## src/rtl/dcn_pkg.sv

```systemverilog
`timescale 1ns / 1ps
package dcn_pkg;

  // wide working width: covers every intermediate sum of Q24 products
  localparam int WIDE_W = 44;
  typedef logic signed [WIDE_W-1:0] wide_t;
  typedef logic signed [31:0] word_t;

  localparam logic [WIDE_W-1:0] WIDE_CAP = 44'd1099511627775;
  localparam wide_t ONE_Q24 = 44'sd16777216;
  localparam logic [63:0] LN2_Q32 = 64'd2977044472;

  // register indexes of the configuration port
  localparam int CFG_IDX_W = 3;
  localparam logic [CFG_IDX_W-1:0] REG_COEF_X = 3'd0;
  localparam logic [CFG_IDX_W-1:0] REG_COEF_U = 3'd1;
  localparam logic [CFG_IDX_W-1:0] REG_COEF_I = 3'd2;
  localparam logic [CFG_IDX_W-1:0] REG_GAIN_D = 3'd3;
  localparam logic [CFG_IDX_W-1:0] REG_GAIN_E = 3'd4;
  localparam logic [CFG_IDX_W-1:0] REG_LOOP_K = 3'd5;
  localparam logic [CFG_IDX_W-1:0] REG_SAT_CUR = 3'd6;
  localparam logic [CFG_IDX_W-1:0] REG_INV_NVT = 3'd7;

  // datapath operations
  localparam int OP_W = 5;
  typedef logic [OP_W-1:0] op_t;
  localparam op_t OP_MX   = 5'd0;   // a = cx*x
  localparam op_t OP_MU   = 5'd1;   // acc += cu*u
  localparam op_t OP_MI   = 5'd2;   // acc += ci*i
  localparam op_t OP_MDI  = 5'd3;   // p = d*acc
  localparam op_t OP_MDU  = 5'd4;   // acc = d*cu + e
  localparam op_t OP_MPI  = 5'd5;   // p += acc*in
  localparam op_t OP_MARG = 5'd6;   // arg = v*inv_nvt
  localparam op_t OP_EXP1 = 5'd7;   // e1 = exp(arg/2)
  localparam op_t OP_EXP2 = 5'd8;   // e2 = exp(-arg)
  localparam op_t OP_MCUR = 5'd9;   // cur = Is*(e1-e2)
  localparam op_t OP_MG   = 5'd10;  // g = p + K*cur - v
  localparam op_t OP_MS   = 5'd11;  // acc = Is*(e1/2+e2)
  localparam op_t OP_MK   = 5'd12;  // acc = K*acc
  localparam op_t OP_MJ   = 5'd13;  // jac = acc*inv_nvt - 1
  localparam op_t OP_DIV  = 5'd14;  // v -= g/jac
  localparam op_t OP_MXU  = 5'd15;  // acc = a + cu*(in+u)
  localparam op_t OP_MXI  = 5'd16;  // acc += ci*(cur+i)

  typedef struct packed {
    logic start;
    op_t  op;
    logic load;
    logic store;
  } dcn_cmd_t;

  typedef struct packed {
    logic done;
    logic jac_zero;
    logic conv;
  } dcn_sts_t;

  function automatic word_t sat32(input wide_t v);
    word_t r;
    if (v > 44'sd2147483647) begin
      r = 32'sh7FFFFFFF;
    end else if (v < -44'sd2147483648) begin
      r = 32'sh80000000;
    end else begin
      r = word_t'(v[31:0]);
    end
    return r;
  endfunction

endpackage

```

## src/rtl/dcn_ctrl.sv

```systemverilog
`timescale 1ns / 1ps
// controller: sequences datapath operations, Newton loop and handshakes
module dcn_ctrl #(
  parameter int MAX_ITERATIONS = 8
) (
  input  logic              clk,
  input  logic              rst_n,
  input  logic              in_valid,
  output logic              in_stall,
  output logic              out_valid,
  input  logic              out_stall,
  input  dcn_pkg::dcn_sts_t sts,
  output dcn_pkg::dcn_cmd_t cmd
);

  localparam int IT_W = $clog2(MAX_ITERATIONS + 1);

  localparam logic [2:0] ST_IDLE   = 3'd0;
  localparam logic [2:0] ST_ISSUE  = 3'd1;
  localparam logic [2:0] ST_WAIT   = 3'd2;
  localparam logic [2:0] ST_DECIDE = 3'd3;
  localparam logic [2:0] ST_STORE  = 3'd4;

  logic [2:0]       state_r, state_nxt;
  dcn_pkg::op_t     op_r, op_nxt;
  logic             post_r, post_nxt;
  logic [IT_W-1:0]  iter_r, iter_nxt, iter_inc;
  logic             out_valid_r, out_valid_nxt;
  logic             slot_free, load, store;

  always_comb begin
    state_nxt = state_r;
    op_nxt    = op_r;
    post_nxt  = post_r;
    iter_nxt  = iter_r;
    iter_inc  = iter_r + IT_W'(1);
    slot_free = !out_valid_r || !out_stall;
    load      = 1'b0;
    store     = 1'b0;
    case (state_r)
      ST_IDLE: begin
        if (in_valid) begin
          load      = 1'b1;
          op_nxt    = dcn_pkg::OP_MX;
          post_nxt  = 1'b0;
          iter_nxt  = '0;
          state_nxt = ST_ISSUE;
        end
      end
      ST_ISSUE: state_nxt = ST_WAIT;
      ST_WAIT: begin
        if (sts.done) begin
          state_nxt = ST_DECIDE;
        end
      end
      ST_DECIDE: begin
        state_nxt = ST_ISSUE;
        case (op_r)
          dcn_pkg::OP_MX:   op_nxt = dcn_pkg::OP_MU;
          dcn_pkg::OP_MU:   op_nxt = dcn_pkg::OP_MI;
          dcn_pkg::OP_MI:   op_nxt = dcn_pkg::OP_MDI;
          dcn_pkg::OP_MDI:  op_nxt = dcn_pkg::OP_MDU;
          dcn_pkg::OP_MDU:  op_nxt = dcn_pkg::OP_MPI;
          dcn_pkg::OP_MPI:  op_nxt = dcn_pkg::OP_MARG;
          dcn_pkg::OP_MARG: op_nxt = dcn_pkg::OP_EXP1;
          dcn_pkg::OP_EXP1: op_nxt = dcn_pkg::OP_EXP2;
          dcn_pkg::OP_EXP2: op_nxt = dcn_pkg::OP_MCUR;
          dcn_pkg::OP_MCUR: op_nxt = post_r ? dcn_pkg::OP_MXU : dcn_pkg::OP_MG;
          dcn_pkg::OP_MG:   op_nxt = dcn_pkg::OP_MS;
          dcn_pkg::OP_MS:   op_nxt = dcn_pkg::OP_MK;
          dcn_pkg::OP_MK:   op_nxt = dcn_pkg::OP_MJ;
          dcn_pkg::OP_MJ: begin
            // singular Jacobian: leave v as it is
            if (sts.jac_zero) begin
              post_nxt = 1'b1;
              op_nxt   = dcn_pkg::OP_MARG;
            end else begin
              op_nxt = dcn_pkg::OP_DIV;
            end
          end
          dcn_pkg::OP_DIV: begin
            iter_nxt = iter_inc;
            op_nxt   = dcn_pkg::OP_MARG;
            if (sts.conv || iter_inc >= IT_W'(MAX_ITERATIONS)) begin
              post_nxt = 1'b1;
            end
          end
          dcn_pkg::OP_MXU:  op_nxt = dcn_pkg::OP_MXI;
          dcn_pkg::OP_MXI:  state_nxt = ST_STORE;
          default:          state_nxt = ST_IDLE;
        endcase
      end
      ST_STORE: begin
        if (slot_free) begin
          store     = 1'b1;
          state_nxt = ST_IDLE;
        end
      end
      default: state_nxt = ST_IDLE;
    endcase
    // output register: set on store, cleared when taken
    if (store) begin
      out_valid_nxt = 1'b1;
    end else if (!out_stall) begin
      out_valid_nxt = 1'b0;
    end else begin
      out_valid_nxt = out_valid_r;
    end
  end

  always_ff @(posedge clk) begin
    if (!rst_n) begin
      state_r     <= ST_IDLE;
      op_r        <= dcn_pkg::OP_MX;
      post_r      <= 1'b0;
      iter_r      <= '0;
      out_valid_r <= 1'b0;
    end else begin
      state_r     <= state_nxt;
      op_r        <= op_nxt;
      post_r      <= post_nxt;
      iter_r      <= iter_nxt;
      out_valid_r <= out_valid_nxt;
    end
  end

  assign in_stall  = (state_r != ST_IDLE);
  assign out_valid = out_valid_r;
  assign cmd.start = (state_r == ST_ISSUE);
  assign cmd.op    = op_r;
  assign cmd.load  = load;
  assign cmd.store = store;

endmodule

```

## config.mk

```make
export PLATFORM = sky130hd
export DESIGN_NAME = dcn_ctrl
export DESIGN_NICKNAME = d
export VERILOG_FILES = /design/src/rtl/dcn_pkg.sv /design/src/rtl/dcn_ctrl.sv
export SDC_FILE = /design/constraint.sdc
export NUM_CORES = 1
export LEC_CHECK = 0
export ABC_CLOCK_PERIOD_IN_PS = 1600
export BUFFER_PORTS_ARGS = -buffer_cell sky130_fd_sc_hd__buf_4
export CORE_MARGIN = 2
export CORE_UTILIZATION = 46
export CTS_CLUSTER_SIZE = 12
export DETAILED_ROUTE_END_ITERATION = 10
export PLACE_DENSITY = 0.83
export SYNTH_ARGS = -nofsm -noshare
export SYNTH_HDL_FRONTEND = slang
export SYNTH_SLANG_ARGS = --single-unit
```

## constraint.sdc

```tcl
create_clock -name clk -period 1.6 [get_ports clk]
set_input_delay 0.16 -clock clk [delete_from_list [all_inputs] [get_ports clk]]
set_output_delay 0.16 -clock clk [all_outputs]
set_load 0.02 [all_outputs]
```

== Yosys cells after proc, flatten, opt, wreduce, memory -nomap -nowiden ==
Index checks and enable logic that the tools add are counted.
Operators by class
  eq/ne operators: 29
  reduce and logical (&&, ||, !) cells: 14
  shift operators: 0
  muxes and demuxes: 24
  magnitude comparators: 1
  $mul: 0
  bitwise logic cells: 0
  $add $sub $neg: 1
  divide/modulo/power cells: 0
Operators by type and width (number)
  case mux 5 bit (15 select lines): 1
  == test 5 x 4 -> 1 bit, second input constant: 8
  == test 5 x 3 -> 1 bit, second input constant: 4
  != test 16 x 2 -> 1 bit, second input constant: 1
  OR reduction 16 bit: 1
  case mux 3 bit (5 select lines): 1
  two-way mux 3 bit: 4
  two-way mux 4 bit: 3
  == test 5 x 2 -> 1 bit, second input constant: 2
  case mux 5 bit (2 select lines): 1
  two-way mux 1 bit: 9
  AND reduction 3 bit: 3
  != test 2 bit, second input constant: 4
  case mux 4 bit (2 select lines): 1
  == test 3 x 2 -> 1 bit, second input constant: 2
  != test 3 bit, second input constant: 2
  case mux 3 bit (2 select lines): 1
  == test 5 x 1 -> 1 bit, second input constant: 1
  == test 5 bit, second input constant: 1
  zero test 5 bit: 1
  two-way mux 5 bit: 1
  AND reduction 5 bit: 1
  adder 4 x 1 -> 4 bit, second input constant: 1
  >= comparator 4 bit, second input constant: 1
  other kinds (11): 14
Word-level totals
  ROM bits: 0
  bits of input ports: 7
  word-level logic and storage cells: 74
  bits in registers: 14
  memories kept: 0
  bits in latches: 0
  output and inout port bits: 10
  RAM bits: 0

== Depth between registers and ports, before layout ==
Gate-level depths: netlist of the first run.
  depth in word-level cells: 6
  depth in mapped cells: 5
  mapped depth without buffers: 4

== Worst setup path before layout of the first run ==
No wires, ideal clock.
  path kind: flip-flop to flip-flop
  start: reg state_r[2]
  end: reg iter_r[2]
  cell stages (with the launch flop): 6
  data required time: 1.530 ns
  setup slack: -0.009 ns
  buffers on the path: 1
  library setup time: 0.070 ns
  period minus slack after synthesis: 1.609 ns
  data arrival time: 1.540 ns
  cells stage by stage: dfxtp_1 > or4b_1 > buf_6 > o31a_4 > or3_1 > a21oi_1
Between the ends
  word-level cells in the longest chain between the ends: 3
  elaborated cells on any way between the ends: 7
  classes of those cells: 3 x eq/ne; 1 x mux; 3 x reduce/logical
RTL lines
  start, declared: line dcn_ctrl.sv:24  | logic [2:0] state_r, state_nxt;
  start signal, assigned: line dcn_ctrl.sv:119  | state_r <= state_nxt;
  == test 3 x 2 -> 1 bit / zero test 3 bit (equally long branches): line dcn_ctrl.sv:40  | case (state_r)
  != test 2 bit (no line) / nonzero test 2 bit (equally long branches)
  AND reduction 3 bit (no line)
  end signal, assigned: line dcn_ctrl.sv:122  | iter_r <= iter_nxt;
  end, declared: line dcn_ctrl.sv:27  | logic [IT_W-1:0] iter_r, iter_nxt, iter_inc;
Parallel ways exist; a longest one is shown, timed or not.
A chain may end at the register's enable or synchronous reset.

==> results.md, run 1 <==
- Worst min-delay path category: in -> reg
- Antenna violations before repair: 0
- # setup viols final: 1
- HP Start: rst_n
- Gpl congestion: 0.7357
- DRT Wirelength: 1963 um
- Multi-input gate area: 450.4 um2
- Seq/Total Area, Yosys: a little over a third
- Commonest non-fill, non-tap cell in the layout: buf_4
- Setup crit start kind: flip-flop
- Die ar.: approximately 0.0020 mm2
- Setup ws final: -0.01726 ns
- Die Height: about 45 um
- Clock Skews: 0.001290 ns
- Max Fclk: between 0.6 and 0.7 GHz
- Compound-Gate Fraction of Synth Area: 22.51%
- Layout Cells excl Fill: 140
- Synth unique cells: 38
- Adder-Cell Fraction of Synth Area: 1.608%
- Initial Util: between 50% and 60%
- Antenna fix cells: 0
- Synth Area in XOR/XNOR: under 10%
- Global-route wire length before repair: 2980 um
- Reg2Reg Depth: 5
- Failing checks: negative setup slack
- Worst path required time: 1.44 ns
- Final Hold Fails: 0
- Most frequent cells in the layout: buf_4, a21oi_1, dfxtp_1
- CP endpoint kind: output port
- Filler instances: 112
- Grt ovf: 0
- Mapped Area: 778.2 um2
- IO Count: 17
- Final instance area: about 0.0011 mm2
- Max-slew violation count: 0
- Share of cells above drive strength 1: 38.71%
- CTS root buf: clkbuf_4
- FP Rows: 14
- Leakage Power: about 0.45 nW
- Reg clk slew, reported paths: 0.08 ns
- Synthesized area per cell: 8.279 um2
- CP Max Fanout: 5
- Mux cell area share after synthesis: 0%
- Min Tclk post-route: 1.617 ns
- Largest net degree at the start of global routing: 13
- Placed cell areas: 980.9 um2
- Setup_tns: -0.01726 ns
- Post-detailed-route wirelength per cell: about 14 um
- Core Region: 0.001541 mm2
- End of the worst hold path: state_r[1]
- CTS tree: yes
- Reg2Reg Capture Point: post_r
- Reg-to-Reg Start: state_r[2]
- Tcrit/Tclk final: 101.1%
- Detail Route Antenna Nets: 0
- Final core occ: 68.83%
- Max-cap violations: 0
- Hold Path Depth: 3
- EDFF count, synth: 0
- Worst EP arrival: about 1.5 ns
- Run status: finished, violations left
- Yosys reg bits: 14
- Asr flop ratio synth: 0%
- Drt first pass iters: 4
- CTS max path bufs: 2
- PwrDens: ~840 mW/mm2
- Port Buffers: 16
- Post-Syn Instances: 94
- Vias in the first global route: 699
- Placed cells: between 100 and 150
- Total global routing track utilization: 20.36%
- Hold Slack: between 0.15 and 0.2 ns
- DR iter-0 viols: 19
- R2R setup slack: 0.03 ns
- NumNets Final: 134
- Worst-Margin Slew: 0.3855 ns
- CTS H-tree lvls: 1
- Post-Synth Simple-Gate Area: 29.10%
- Vias after detailed routing: 803
- CTS Buf Count: 3
- Die X-Extent: 45.13 um
- RSZ-0062 raised after global routing: yes
- Layout area overhead: 36.33%
- Slew HR: 73.64%
- Clock tree sinks: 14
- Worst-Skew Late Latency: 0.27 ns
- Storage cell area: approximately 290 um2
- Peak supply drop: 0.6784 mV
- Vias per inst: 5.736
- Residual DRC: 0
- Main combinational cell family by area after synthesis: simple AND/OR/NAND/NOR gates
- Synthesized netlist net count: 102
- Crit path kind: reg -> out
- Top FF cell, synth: dfxtp_1
- Ys Warns: 0
- Post-DP HPWL: about 1400 um
-- registers in the layout, summed over array words and instances (netlist names) --
signal	flops
post_r	1
state_r	3
out_valid	1
iter_r	4
op_r	5
-- repair_timing --
item                                    in CTS  in global routing
hold buffers                                 0                  0
resized for setup                            5                  7
endpoints found under the setup margin       3                  3
pin swaps                                    0                  1
setup buffers                                0                  4
-- cells in the mapped netlist (2+ instances only) --
| library cell | instances | share of area, % |
|---|---|---|
| o21ai_0 | 2 | 1.3 |
| nor4_1 | 2 | 1.6 |
| nand3_1 | 3 | 1.9 |
| clkbuf_1 | 3 | 1.4 |
| a21oi_1 | 14 | 9.0 |
| dfxtp_1 | 14 | 36 |
| buf_4 | 2 | 1.9 |
| nand2b_1 | 4 | 3.2 |
| xnor2_1 | 2 | 2.3 |
| or3_1 | 2 | 1.6 |
| nor2_1 | 6 | 2.9 |
| nand2_1 | 7 | 3.4 |
| nand3b_1 | 3 | 2.9 |
| a2111oi_0 | 3 | 3.4 |
| inv_1 | 3 | 1.4 |
| a31oi_1 | 2 | 1.6 |
-- where the power goes --
group	switching [W]	internal [W]
clock network	0.000107	0.0000872
logic	0.000138	0.000162
registers	0.0000250	0.000371
total	0.000271	0.000620
-- worst max-delay path by stage --
stage	startpoint	end
final	state_r[0]	cmd[1]
after global routing	state_r[2]	post_r
after CTS	state_r[1]	cmd[1]
after detailed placement	state_r[1]	iter_r[2]
after global placement	state_r[1]	iter_r[2]
after floorplan	op_r[1]	iter_r[2]
-- cells by family (layout without fill, tap and decap cells) --
| kind of cell | Yosys count | after routing |
|---|---|---|
| DFF | 14 | 14 |
| adders and majority gates | 1 | 1 |
| and+or+nand+nor | 38 | 38 |
| buffers and inverters | 11 | 41 |
| xor gates and xnor gates | 3 | 3 |
| AOI/OAI and AO/OA | 27 | 27 |
-- critical path: stages (launching register included) --
cell,delay [ns]
dfxtp_4,0.36
or4b_4,0.53
buf_6,0.14
inv_2,0.04
buf_6,0.10
-- metrics by stage --
step                      total power [W]  setup slack (ns)
after global placement          0.0006406           0.04879
after CTS                       0.0008558          -0.08476
after detailed placement        0.0006503           0.02217
after global routing            0.0009461           -0.1393
final                           0.0008903          -0.01726
after floorplan                 0.0005510          0.004810
-- layout make-up --
| cell class | count | share of cell area, % |
|---|---|---|
| tap | 16 | 1.887 |
| clock buffer | 3 | 2.123 |
| timing repair buffer | 34 | 24.76 |
| multi-input combinational | 69 | 42.45 |
| inverter | 4 | 1.415 |
| sequential | 14 | 27.36 |
-- per-layer routing --
| layer | wire length, um | share of wire [%] | track usage (%) |
|---|---|---|---|
| met5 | 0 | 0 | 0 |
| met4 | 11 | 0.56 | 7.059 |
| met3 | 130 | 6.6 | 6.000 |
| met2 | 991 | 50 | 33.71 |
| met1 | 830 | 42 | 25.00 |
No activity file was read; power rests on OpenSTA's default activity.
==> run 2, diff against run 1 <==
--- a/config.mk
+++ b/config.mk
@@ -5,13 +5,13 @@
 export SDC_FILE = /design/constraint.sdc
 export NUM_CORES = 1
 export LEC_CHECK = 0
-export ABC_CLOCK_PERIOD_IN_PS = 1600
+export ABC_CLOCK_PERIOD_IN_PS = 1530
 export BUFFER_PORTS_ARGS = -buffer_cell sky130_fd_sc_hd__buf_4
 export CORE_MARGIN = 2
-export CORE_UTILIZATION = 46
+export CORE_UTILIZATION = 51
 export CTS_CLUSTER_SIZE = 12
 export DETAILED_ROUTE_END_ITERATION = 10
-export PLACE_DENSITY = 0.83
+export PLACE_DENSITY = 0.77
 export SYNTH_ARGS = -nofsm -noshare
 export SYNTH_HDL_FRONTEND = slang
 export SYNTH_SLANG_ARGS = --single-unit
==> constraint.sdc (replaced) <==
create_clock -name clk -period 1.53 [get_ports clk]
set_input_delay 0.153 -clock clk [delete_from_list [all_inputs] [get_ports clk]]
set_output_delay 0.153 -clock clk [all_outputs]
set_load 0.02 [all_outputs]
==> results.md, run 2 (same netlist as run 1, synthesis figures left out) <==
- Gpl congestion: 0.8163 (+11%)
- Peak supply drop: 0.8159 mV (+20%)
- Largest net degree at the start of global routing: 11 (-2)
- CTS max path bufs: 2 (unchanged)
- DRT Wirelength: 2050 um (+4.4%)
- Vias per inst: 5.879 (+2.5%)
- Largest stage delay on the critical path: 0.55 ns (+0.02 ns)
- DR iter-0 viols: 25 (+6)
- Detail Route Antenna Nets: 0 (unchanged)
- Slew HR: 75.56% (+1.9 points)
- Worst min-delay path category: in -> reg
- Drt first pass iters: 4 (unchanged)
- Slowest CP cell: or4b_4
- Worst EP arrival: 1.47 ns (about the same)
- Initial Util: 52.89% (+2.4 points)
- Final Hold Fails: 0 (unchanged)
- Most frequent cells in the layout: buf_4, a21oi_1, dfxtp_1
- Share of cells above drive strength 1: 40.32% (+1.6 points)
- Layout Cells excl Fill: 140 (unchanged)
- Vias in the first global route: 765 (+9.4%)
- Pwr Total: 0.001014 W (+14%)
- Commonest non-fill, non-tap cell in the layout: buf_4
- Residual DRC: 0 (unchanged)
- Top Registers: op_r: 5 flops, iter_r: 4 flops, state_r: 3 flops
- Leakage Power: 0.4547 nW (+1.0%)
- Die ar.: 0.001855 mm2 (-8.9%)
- Antenna violations before repair: 0 (unchanged)
- CTS Buf Count: 3 (unchanged)
- Max Fclk: 0.6148 GHz
- FP Rows: 14 (unchanged)
- Placed cell areas: 988.4 um2 (+0.77%)
- Clock Skews: 0.004568 ns (+0.003278 ns)
- Min Tclk post-route: approximately 1.6 ns
- Max reg flops: 5 (unchanged)
- Total global routing track utilization: 23.64% (+3.3 points)
- CP Max Fanout: 4 (-1)
- Die X-Extent: 43.07 um (-4.6%)
- Grt ovf: 0 (unchanged)
- Crit path kind: reg -> out
- Max-cap violations: 0 (unchanged)
- Worst-Skew Late Latency: 0.30 ns (+0.03 ns)
- Setup crit start kind: flip-flop
- # setup viols final: 3 (+2)
- Final instance area: 0.001086 mm2 (+2.4%)
- Post-detailed-route wirelength per cell: 14.64 um (+4.4%)
- Port Buffers: 16 (unchanged)
- CP bufs+invs: 3 (unchanged)
- Antenna fix cells: 0 (unchanged)
- Layout area overhead: 39.55%
- NumNets Final: 133 (-0.75%)
- Hold Buf Count CTS: 0 (unchanged)
- Die Height: 43.07 um (-4.6%)
- Vias after detailed routing: 823 (+2.5%)
- IO Count: 17 (unchanged)
- Core Region: 0.001471 mm2 (-4.5%)
- R2R setup slack: -0.03 ns (-0.06 ns)
- Max-slew violation count: 0 (unchanged)
- Post-DP HPWL: 1411 um (+1.2%)
- PwrDens: 933.8 mW/mm2 (+11%)
- Placed cells: 134 (+0.75%)
- Filler instances: 113 (+0.89%)
- CTS H-tree lvls: 1 (unchanged)
- Setup ws final: -0.09645 ns (-0.07919 ns)
- CTS tree: yes
- Worst-Margin Slew: 0.3574 ns (-0.02809 ns)
- CP endpoint kind: output port
- Clock tree sinks: 14 (unchanged)
- Tcrit/Tclk final: 106.3%
- Crit-path cells: or4b_4 -> buf_6 -> inv_4 -> buf_6
- Most flop-heavy register: op_r
- CTS root buf: clkbuf_4
- CP dominant cell by count: buf_6
- Global-route wire length before repair: 3236 um (+8.6%)
- Failing checks: negative setup slack
- Run status: finished, violations left
- Reg clk slew, reported paths: 0.09 ns (about the same)
- Worst path required time: 1.38 ns (-0.06 ns)
- Final core occ: 73.81% (+5.0 points)
- RSZ-0062 raised after global routing: yes
- Top Family by Delay on Critical Path: simple AND/OR/NAND/NOR gates
run 2: cell types whose count changed in the layout (fill, tap and decap cells not counted), moves of 2 or more:
cell,previous run,this run
a2111oi_0,3,1
a21oi_2,1,3
a21oi_1,13,11
dfxtp_4,2,0
buf_4,32,29
buf_6,2,4
run 2: what timing repair did:
item / CTS / global route
gates resized for setup: 11 / 6
setup buffers: 2 / 0
pin swaps: 2 / 2
setup endpoints to repair: 3 / 5
run 2: through the flow:
stage | TNS, ns | hold slack [ns] | setup WS (ns)
global placement | 0 | 0.4381 | 0.02900
global route | -0.3126 | 0.1692 | -0.1196
floorplan | -0.03002 | 0.3091 | -0.03002
CTS | -0.1545 | 0.1494 | -0.08904
detailed placement | -0.01205 | 0.4482 | -0.01205
finish | -0.1813 | 0.1444 | -0.09645
run 2: metal layers:
layer	track usage [%]	wire [um]	up-vias
li1	-	-	406
met1	28.84	913	377
met2	40.00	959	35
met3	4.255	139	5
met4	10.91	38	0
met5	0	0	-
run 2: final timing paths:
kind,to,cells after the start,from
max,cmd[1],4,state_r[1]
min reg2reg,post_r,2,post_r
max reg2reg,iter_r[2],4,state_r[1]
min,out_valid,3,out_stall
run 2: tightest hold or removal path, stage by stage:
cell and delay [ns]:
buf_4 0.12, nand2_1 0.08, a21oi_1 0.06
run 2: cell type report:
type,instances,area (um2),area share (%)
clock buffers,4,36.28,3.341
inverters,4,17.52,1.613
multi-input cells,69,465.4,42.86
flip-flops and latches,14,284.0,26.15
well taps,16,20.02,1.843
repair buffers,33,262.8,24.19
run 2: where the power goes:
part,switching (W),internal (W),leakage [nW]
sequential,0.0000175,0.000385,0.115
combinational,0.000157,0.000171,0.319
clock,0.000138,0.000145,0.0210
total,0.000313,0.000701,0.455
==> run 3, diff against run 2 <==
--- a/config.mk
+++ b/config.mk
@@ -5,12 +5,12 @@
 export SDC_FILE = /design/constraint.sdc
 export NUM_CORES = 1
 export LEC_CHECK = 0
-export ABC_CLOCK_PERIOD_IN_PS = 1530
 export BUFFER_PORTS_ARGS = -buffer_cell sky130_fd_sc_hd__buf_4
 export CORE_MARGIN = 2
 export CORE_UTILIZATION = 51
 export CTS_CLUSTER_SIZE = 12
 export DETAILED_ROUTE_END_ITERATION = 10
+export MAX_ROUTING_LAYER = met4
 export PLACE_DENSITY = 0.77
 export SYNTH_ARGS = -nofsm -noshare
 export SYNTH_HDL_FRONTEND = slang
==> results.md, run 3 (same netlist as run 1, synthesis figures left out) <==
- Run status: finished, violations left
- Failing checks: negative setup slack
- Antenna violations before repair: 0 (unchanged)
- Placed cells: 134 (unchanged)
- Worst-Margin Slew: 0.3574 ns (unchanged)
- Port Buffers: 16 (unchanged)
- Slew HR: 75.56% (unchanged)
- Worst path required time: 1.38 ns (about the same)
- Reg clk slew, reported paths: 0.09 ns (about the same)
- Core Region: 0.001471 mm2 (unchanged)
- Max-cap violations: 0 (unchanged)
- Post-DP HPWL: 1411 um (unchanged)
- Reg2Reg Depth: 4 (unchanged)
- Hold Path Depth: 3 (unchanged)
- IO Count: 17 (unchanged)
- Setup slack at placement: -0.01205 ns (unchanged)
- Placed cell areas: 988.4 um2 (unchanged)
- Vias after detailed routing: 827 (+0.49%)
- Clock Skews: 0.004639 ns (+0.00007134 ns)
- CTS root buf: clkbuf_4
- Commonest non-fill, non-tap cell in the layout: buf_4
- Net Sw Frac: 30.89% (+0.050 points)
- Clock tree sinks: 14 (unchanged)
- Hold Buf Count CTS: 0 (unchanged)
- Comb power frac: 32.4% (about the same)
- Die Height: 43.07 um (unchanged)
- CTS Buf Count: 3 (unchanged)
- Most flop-heavy register: op_r
- Min Tclk post-route: 1.627 ns (+0.0004818 ns)
- FP Rows: 14 (unchanged)
- Leakage Power: 0.4547 nW (unchanged)
- Layout Cells excl Fill: 140 (unchanged)
- Drt first pass iters: 4 (unchanged)
- Crit path kind: reg -> out
- CP endpoint kind: output port
- # setup viols final: 3 (unchanged)
- Initial Util: 52.89% (unchanged)
- CP Max Fanout: 4 (unchanged)
- Setup crit start kind: flip-flop
- Peak supply drop: 0.8174 mV (+0.19%)
- Setup ws final: -0.09694 ns (-0.0004818 ns)
- DRT Wirelength: 2068 um (+0.88%)
- Net Sw Power: 0.0003135 W (+0.24%)
- Worst min-delay path category: in -> reg
- Hold Slack: 0.1435 ns (-0.0008710 ns)
- CTS max path bufs: 2 (unchanged)
- Gpl congestion: 0.8285 (+1.5%)
- Layout area overhead: 39.55% (unchanged)
- Detail Route Antenna Nets: 0 (unchanged)
- Max Fclk: 0.6147 GHz (about the same)
- Antenna fix cells: 0 (unchanged)
- Final Hold Fails: 0 (unchanged)
- Final instance area: 0.001086 mm2 (unchanged)
- Die ar.: 0.001855 mm2 (unchanged)
- Post-detailed-route wirelength per cell: 14.77 um (+0.88%)
- Max reg flops: 5 (unchanged)
- Clk pwr share: 28.0% (about the same)
- Vias per inst: 5.907 (+0.49%)
- Global-route wire length before repair: 3243 um (+0.22%)
- Sequential share of power: 39.6% (about the same)
- Max-slew violation count: 0 (unchanged)
- Die X-Extent: 43.07 um (unchanged)
- Top Registers: op_r: 5 flops, iter_r: 4 flops, state_r: 3 flops
- CTS H-tree lvls: 1 (unchanged)
- Worst EP arrival: 1.47 ns (about the same)
- DR iter-0 viols: 25 (unchanged)
- Total global routing track utilization: 24.28% (+0.64 points)
- CTS tree: yes
- Filler instances: 113 (unchanged)
- NumNets Final: 133 (unchanged)
- Worst-Skew Late Latency: 0.30 ns (about the same)
- PwrDens: 934.5 mW/mm2 (about the same)
- Share of cells above drive strength 1: 40.32% (unchanged)
- Vias in the first global route: 765 (unchanged)
- Largest net degree at the start of global routing: 11 (unchanged)
- RSZ-0062 raised after global routing: yes
- Int Pwr: 0.0007014 W (about the same)
- Grt ovf: 0 (unchanged)
- Residual DRC: 0 (unchanged)
- Most frequent cells in the layout: buf_4, a21oi_1, dfxtp_1
- Tcrit/Tclk final: 106.3% (about the same)
## run 3: timing repair
item / 4_1_cts / 5_1_grt
setup endpoints to repair: 3 / 5
pin swaps: 2 / 2
endpoints found under the hold margin: 0 / 0
cloned: 0 / 0
setup buffers: 2 / 0
resized for setup: 11 / 6
## run 3: final cells by class
class | instances | area, um2 | share of cell area [%]
multi-input cells | 69 | 465.4 | 42.86
flip-flops and latches | 14 | 284.0 | 26.15
repair buffers | 33 | 262.8 | 24.19
well taps | 16 | 20.02 | 1.843
inverters | 4 | 17.52 | 1.613
clock buffers | 4 | 36.28 | 3.341
## run 3: worst paths after layout
check        slack (ns)         to  startpoint
min reg2reg        0.48     post_r      post_r
max reg2reg       -0.03  iter_r[2]  state_r[1]
min                0.14  out_valid   out_stall
max                -0.1     cmd[1]  state_r[1]
## run 3: metrics by stage
step | setup TNS, ns | util, % | total power, W
after global routing | -0.3126 | 73.81 | 0.001044
after global placement | 0 | 67.18 | 0.0006820
after CTS | -0.1545 | 72.62 | 0.001001
after floorplan | -0.03002 | - | 0.0005767
after detailed placement | -0.01205 | 67.18 | 0.0006883
final | -0.1823 | 73.81 | 0.001015
## run 3: power by group through the flow
stage	Clock, W	Combinational (W)	Sequential (W)
CTS	0.000281	0.000319	0.000402
global placement	0	0.000277	0.000405
detailed placement	0	0.000280	0.000408
finish	0.000284	0.000329	0.000402
floorplan	0	0.000175	0.000402
global route	0.000290	0.000351	0.000403
## run 3: layer usage
metal  up-vias  GRT usage (%)  share of wire (%)
met4         0          10.91                2.1
met2        33          40.00                 46
li1        406              -                  -
met5         -              -                  0
met1       380          28.84                 45
met3         8          4.255                6.6
## run 3: worst max-delay path, cell delays in order, from the launching register on
cell     delay, ns
dfxtp_2       0.34
or4b_4        0.55
buf_6         0.14
inv_4         0.04
buf_6         0.10
